<file path="config.mk">
export PLATFORM = sky130hd
export DESIGN_NAME = hth_ctrl
export DESIGN_NICKNAME = d
export VERILOG_FILES = /design/src/heightfield_triangle_height_assert.svh /design/src/hth_pkg.sv /design/src/hth_ctrl.sv
export SDC_FILE = /design/constraint.sdc
export NUM_CORES = 1
export LEC_CHECK = 0
export BUFFER_PORTS_ARGS = -buffer_cell sky130_fd_sc_hd__buf_2
export CAP_MARGIN = 30
export CELL_PAD_IN_SITES_DETAIL_PLACEMENT = 1
export CELL_PAD_IN_SITES_GLOBAL_PLACEMENT = 2
export CORE_MARGIN = 2
export CORE_UTILIZATION = 28
export DETAILED_ROUTE_END_ITERATION = 10
export PLACE_DENSITY = 0.87
export SLEW_MARGIN = 20
export SYNTH_ARGS = -nofsm -noshare
export SYNTH_HDL_FRONTEND = slang
export SYNTH_SLANG_ARGS = --single-unit
</file>
<file path="constraint.sdc">
create_clock -name clk -period 2.4 [get_ports clk]
set_input_delay 0 -clock clk [delete_from_list [all_inputs] [get_ports clk]]
set_output_delay 0 -clock clk [all_outputs]
set_load 0.02 [all_outputs]
</file>
<file path="src/heightfield_triangle_height_assert.svh">
// Assertion macros shared by the heightfield triangle height RTL.
// Each macro expects clk and rst_n to be visible where it is used.
`ifndef HEIGHTFIELD_TRIANGLE_HEIGHT_ASSERT_SVH
`define HEIGHTFIELD_TRIANGLE_HEIGHT_ASSERT_SVH

// Same-cycle implication, disabled during reset.
`define HTH_ASSERT_IMP(label, ante, cons, msg) \
    label: assert property (@(posedge clk) disable iff (!rst_n) (ante) |-> (cons)) \
        else $error(msg);

// Next-cycle implication, disabled during reset.
`define HTH_ASSERT_NXT(label, ante, cons, msg) \
    label: assert property (@(posedge clk) disable iff (!rst_n) (ante) |=> (cons)) \
        else $error(msg);

`endif

</file>
<file path="src/hth_pkg.sv">
// Package for the heightfield triangle height block: widths, constants,
// controller states and the command and status structs. No dependencies.
package hth_pkg;

    localparam int DATA_W    = 16;
    localparam int SPACING_W = 15;
    localparam int INDEX_W   = 5;
    localparam int DIV_W     = 36;
    localparam int DIVISOR_W = SPACING_W + 1;
    localparam int SAT_POS   = 32767;
    localparam int SAT_NEG   = 32768;

    localparam logic [SPACING_W-1:0]     SPACING_RESET = 15'd1280;
    localparam logic signed [DATA_W-1:0] HEIGHT_RESET  = 16'sd256;
    localparam logic signed [DATA_W-1:0] HEIGHT_MAX    = 16'sh7FFF;
    localparam logic signed [DATA_W-1:0] HEIGHT_MIN    = 16'sh8000;

    typedef enum logic [1:0] {DSEL_U, DSEL_W, DSEL_N} div_sel_t;
    typedef enum logic [1:0] {VTX_00, VTX_10, VTX_01, VTX_11} vtx_t;
    typedef enum logic [1:0] {OUT_ZERO, OUT_OOR, OUT_VAL} out_kind_t;
    typedef enum logic [1:0] {TERM_BASE, TERM_X, TERM_Z} term_t;

    typedef enum logic [4:0] {
        ST_CLEAR, ST_IDLE, ST_WRITE, ST_SETUP, ST_OFFS, ST_CHKOFF,
        ST_DIVU, ST_WAITU, ST_DIVW, ST_WAITW,
        ST_RD00, ST_RD10, ST_RD01, ST_RD11,
        ST_MAC0, ST_MAC1, ST_MAC2, ST_MAC3,
        ST_NUM, ST_DIVN, ST_WAITN, ST_DONE
    } hth_state_t;

    typedef struct packed {
        logic      in_ready;
        logic      clear_wr;
        logic      item_wr;
        logic      hs_load;
        logic      uw_load;
        logic      div_start;
        div_sel_t  div_sel;
        logic      cap_x;
        logic      cap_z;
        logic      rd_en;
        vtx_t      rd_sel;
        logic      mul_en;
        term_t     mul_sel;
        logic      acc_init;
        logic      acc_add;
        logic      num_prep;
        logic      out_load;
        out_kind_t out_kind;
    } hth_cmd_t;

    typedef struct packed {
        logic in_valid;
        logic in_op;
        logic spacing_zero;
        logic clear_last;
        logic uw_neg;
        logic div_done;
        logic quo_big;
        logic out_free;
    } hth_status_t;

endpackage

</file>
<file path="src/hth_ctrl.sv">
// Controller of the heightfield triangle height block: sequences the memory
// clear, writes and the query steps. Depends on hth_pkg.
module hth_ctrl (
    input  logic                 clk,
    input  logic                 rst_n,
    input  hth_pkg::hth_status_t st,
    output hth_pkg::hth_cmd_t    cmd
);
    import hth_pkg::*;

    hth_state_t state_reg;
    hth_state_t state_next;
    out_kind_t  kind_reg;
    out_kind_t  kind_next;

    always_ff @(posedge clk or negedge rst_n)
    begin
        if (!rst_n)
        begin
            state_reg <= ST_CLEAR;
            kind_reg  <= OUT_ZERO;
        end
        else
        begin
            state_reg <= state_next;
            kind_reg  <= kind_next;
        end
    end

    always_comb
    begin
        state_next = state_reg;
        kind_next  = kind_reg;
        case (state_reg)
            ST_CLEAR:
            begin
                if (st.clear_last)
                begin
                    state_next = ST_IDLE;
                end
            end
            ST_IDLE:
            begin
                if (st.in_valid)
                begin
                    if (!st.in_op)
                    begin
                        state_next = ST_WRITE;
                    end
                    else if (st.spacing_zero)
                    begin
                        state_next = ST_DONE;
                        kind_next  = OUT_OOR;
                    end
                    else
                    begin
                        state_next = ST_SETUP;
                    end
                end
            end
            ST_WRITE:
            begin
                state_next = ST_DONE;
                kind_next  = OUT_ZERO;
            end
            ST_SETUP:  state_next = ST_OFFS;
            ST_OFFS:   state_next = ST_CHKOFF;
            ST_CHKOFF:
            begin
                if (st.uw_neg)
                begin
                    state_next = ST_DONE;
                    kind_next  = OUT_OOR;
                end
                else
                begin
                    state_next = ST_DIVU;
                end
            end
            ST_DIVU:   state_next = ST_WAITU;
            ST_WAITU:
            begin
                if (st.div_done)
                begin
                    if (st.quo_big)
                    begin
                        state_next = ST_DONE;
                        kind_next  = OUT_OOR;
                    end
                    else
                    begin
                        state_next = ST_DIVW;
                    end
                end
            end
            ST_DIVW:   state_next = ST_WAITW;
            ST_WAITW:
            begin
                if (st.div_done)
                begin
                    if (st.quo_big)
                    begin
                        state_next = ST_DONE;
                        kind_next  = OUT_OOR;
                    end
                    else
                    begin
                        state_next = ST_RD00;
                    end
                end
            end
            ST_RD00:   state_next = ST_RD10;
            ST_RD10:   state_next = ST_RD01;
            ST_RD01:   state_next = ST_RD11;
            ST_RD11:   state_next = ST_MAC0;
            ST_MAC0:   state_next = ST_MAC1;
            ST_MAC1:   state_next = ST_MAC2;
            ST_MAC2:   state_next = ST_MAC3;
            ST_MAC3:   state_next = ST_NUM;
            ST_NUM:    state_next = ST_DIVN;
            ST_DIVN:   state_next = ST_WAITN;
            ST_WAITN:
            begin
                if (st.div_done)
                begin
                    state_next = ST_DONE;
                    kind_next  = OUT_VAL;
                end
            end
            ST_DONE:
            begin
                if (st.out_free)
                begin
                    state_next = ST_IDLE;
                end
            end
            default:   state_next = ST_IDLE;
        endcase
    end

    always_comb
    begin
        cmd = '0;
        case (state_reg)
            ST_CLEAR:  cmd.clear_wr = 1'b1;
            ST_IDLE:   cmd.in_ready = 1'b1;
            ST_WRITE:  cmd.item_wr = 1'b1;
            ST_SETUP:  cmd.hs_load = 1'b1;
            ST_OFFS:   cmd.uw_load = 1'b1;
            ST_DIVU:
            begin
                cmd.div_start = 1'b1;
                cmd.div_sel   = DSEL_U;
            end
            ST_WAITU:  cmd.cap_x = st.div_done;
            ST_DIVW:
            begin
                cmd.div_start = 1'b1;
                cmd.div_sel   = DSEL_W;
            end
            ST_WAITW:  cmd.cap_z = st.div_done;
            ST_RD00:
            begin
                cmd.rd_en  = 1'b1;
                cmd.rd_sel = VTX_00;
            end
            ST_RD10:
            begin
                cmd.rd_en  = 1'b1;
                cmd.rd_sel = VTX_10;
            end
            ST_RD01:
            begin
                cmd.rd_en  = 1'b1;
                cmd.rd_sel = VTX_01;
            end
            ST_RD11:
            begin
                cmd.rd_en  = 1'b1;
                cmd.rd_sel = VTX_11;
            end
            ST_MAC0:
            begin
                cmd.mul_en  = 1'b1;
                cmd.mul_sel = TERM_BASE;
            end
            ST_MAC1:
            begin
                cmd.mul_en   = 1'b1;
                cmd.mul_sel  = TERM_X;
                cmd.acc_init = 1'b1;
            end
            ST_MAC2:
            begin
                cmd.mul_en  = 1'b1;
                cmd.mul_sel = TERM_Z;
                cmd.acc_add = 1'b1;
            end
            ST_MAC3:   cmd.acc_add = 1'b1;
            ST_NUM:    cmd.num_prep = 1'b1;
            ST_DIVN:
            begin
                cmd.div_start = 1'b1;
                cmd.div_sel   = DSEL_N;
            end
            ST_DONE:
            begin
                cmd.out_load = st.out_free;
                cmd.out_kind = kind_reg;
            end
            default:   cmd = '0;
        endcase
    end

endmodule

</file>
==> impl_metrics.tcl <==
set metrics [dict create \
    worstRegToRegCells 5 \
    drt_iter0_drc 47 \
    max_slew.worst_pin.slew_ns 0.730 \
    fillers 470 \
    finalInstanceArea_um2 1280 \
    routed_wl_mm 3.71 \
    netlist.top_cell.by_area "dfrtp_1" \
    max_freq_mhz 460 \
    finalSetupViolCount 0 \
    rows 22 \
    status "finished clean" \
    cts_root_buf "clkbuf_8" \
    worstSkewPairLatency_ns 0.23 \
    drc_errors 0 \
    grt_pass1_vias 1311 \
    synth_seq_cells 7 \
    period_needed_ns 2.18 \
    cts_buffers 3 \
    ios 32 \
    yosysMostFrequentCell "nor2_1" \
    async_flop_share_pct 100 \
    grtUsageTotal_pct 19.4 \
    yosys-top-cells-count "nor2_1, nand2_1, o21ai_0, and3_1, dfrtp_1" \
    power_density_nw_per_um2 1220 \
    largest_reg_flops 5 \
    leakage_nw 0.600 \
    n_antenna_cell 0 \
    multi_input_area_um2 761 \
    finClkSkew_ns 0.000502 \
    rsz0062_at_grt "false" \
    dr.pass1.iters 4 \
    hold_viol 0 \
    fin_crit_sh_pct 90.6 \
    yosysWarnings 0 \
    cp.arrival_ns 2.28 \
    synth_top_area_share_pct 17.0 \
    htreeDepth 1 \
    nNetsFinal 181 \
    drive_gt1_share_pct 30.6 \
    postRouteAntennaNets 0 \
    netlist_instances 140 \
    cap_violations 0 \
    core_area_um2 3610 \
    overflow 0 \
    dp_hpwl_mm 2.86 \
    irDropWorstVdd_mv 0.343 \
    vias 1219 \
    syn_to_final_growth_pct 23.8 \
    synth.distinct_cells 49 \
    dieWidth_um 64.7 \
    ys_seq_area_share_pct 17.0 \
    hp-class "input port to async pin" \
    start_kind "flip-flop" \
    viasPerCell 5.59 \
    required_ns 2.51 \
    cts_tree "yes" \
    synthTopCellsByArea "dfrtp_1, nor2_1, o21ai_0, and3_1, nand2_1" \
    rrSetupSlack_ns 0.22 \
    end_kind "flip-flop" \
    die_h_um 64.7 \
    relSlewSlack_pct 51.4 \
    cts_setup_buffers 0 \
    register_area_um2 175 \
    syn-num-nets 150 \
    path_clk_slew_ns 0.04 \
    clk_path_buf_depth 2 \
    io_buffers 31 \
    slew_viol_final 0 \
    synth_area_um2 1030 \
    setup_tns_ns 0 \
    cts_sinks 7 \
    post_cts_resized 0 \
    timing.rr.start "state_reg[0]" \
    wire_per_inst_um 17.0 \
    synth_edf_count 0 \
    worst_r2r_endpoint "kind_reg[1]" \
    criticalPathCategory "flip-flop to flip-flop" \
    floorplan.die_area_um2 4190 \
    grt_pass1_wl_mm 6.49 \
    synth.avg_cell_area_um2 7.37 \
    start_util_pct 28.6 \
    synthFlopType "dfrtp_1" \
    ctsHoldBuffers 1 \
    worst-path-max-fanout 23 \
    grt_max_degree 24 \
    place.gp.congestion 0.837 \
    placed_cell_area_um2 1220 \
    antenna_found_initial 0 \
]
## kinds of logic (layout without fill, tap and decap cells)
logic type | after synthesis | after routing | share of synthesized area [%]
AND/OR/NAND/NOR | 69 | 69 | 37.8
AO/OA/AOI/OAI | 39 | 39 | 29.1
buffers and inverters | 18 | 48 | 9.33
flip-flops | 7 | 7 | 17.0
multiplexers | 5 | 5 | 5.09
XOR/XNOR | 2 | 2 | 1.70
## metrics by stage
| step | hold WS (ns) | total power, mW | util (%) | instances | worst slack (ns) |
|---|---|---|---|---|---|
| CTS | 0.132 | 1.56 | 35.4 | 218 | 0.261 |
| global route | 0.167 | 1.69 | 35.4 | 218 | 0.0482 |
| global placement | -0.160 | 1.35 | 33.9 | 213 | 0.343 |
| finish | 0.134 | 1.56 | 35.4 | 218 | 0.225 |
| floorplan | -0.296 | 1.10 | - | 140 | 0.671 |
| detailed placement | -0.158 | 1.38 | 33.9 | 213 | 0.268 |
## layout by cell type, fill, tap and decap left out, types with 2 or more instances in the layout
| cell type | n |
|---|---|
| nor3_1 | 5 |
| nand2_1 | 10 |
| or2_1 | 2 |
| or3_1 | 2 |
| nor2b_1 | 5 |
| dfrtp_1 | 7 |
| mux2_1 | 2 |
| nand2b_2 | 2 |
| o32ai_1 | 2 |
| and3_1 | 7 |
| buf_2 | 31 |
| o22ai_1 | 2 |
| o221ai_1 | 2 |
| clkbuf_8 | 3 |
| nand2b_1 | 6 |
| o21ai_0 | 9 |
| inv_1 | 5 |
| nor2_1 | 16 |
| a31oi_1 | 4 |
| buf_4 | 7 |
| a21oi_1 | 6 |
| mux2i_1 | 3 |
| a2bb2oi_1 | 2 |
| nand4_1 | 2 |
| nand3_1 | 3 |
## where the power goes
part	switching, mW	leakage, nW	internal (mW)
Combinational	0.623	0.493	0.447
Sequential	0.158	0.0843	0.165
Clock	0.0560	0.0228	0.115
## worst max-delay path, stage by stage, from the launching register on
cell and delay [ns]:
dfrtp_1 0.81, nand2b_2 0.15, nor3_2 0.25, nand2_1 0.12
a221oi_2 0.35, mux2_1 0.36
## how the worst max path moves through the flow
stage,to,from,slack [ns],cells after the start
3_3_place_gp,kind_reg[0],state_reg[0],0.34,5
2_1_floorplan,kind_reg[0],state_reg[0],0.67,6
4_1_cts,kind_reg[0],state_reg[0],0.26,5
3_5_place_dp,kind_reg[0],state_reg[0],0.27,5
6_report,kind_reg[1],state_reg[0],0.22,5
5_1_grt,kind_reg[1],state_reg[0],0.05,5
## final cells by class
cell class	count	share of cell area, %
Clock buffer	4	3.53
Inverter	5	1.47
Multi-Input combinational cell	115	59.5
Sequential cell	7	13.7
Tap cell	48	4.70
Timing Repair Buffer	39	17.0
## routing by layer
| layer | wire length, um | global-route usage (%) | vias to the layer above |
|---|---|---|---|
| li1 | - | - | 570 |
| met3 | 182 | 2.26 | 8 |
| met2 | 1850 | 33.0 | 52 |
| met4 | 64 | 6.12 | 0 |
| met1 | 1610 | 25.5 | 589 |
| met5 | 0 | 0 | - |
Power figures use the tool's default switching activity.
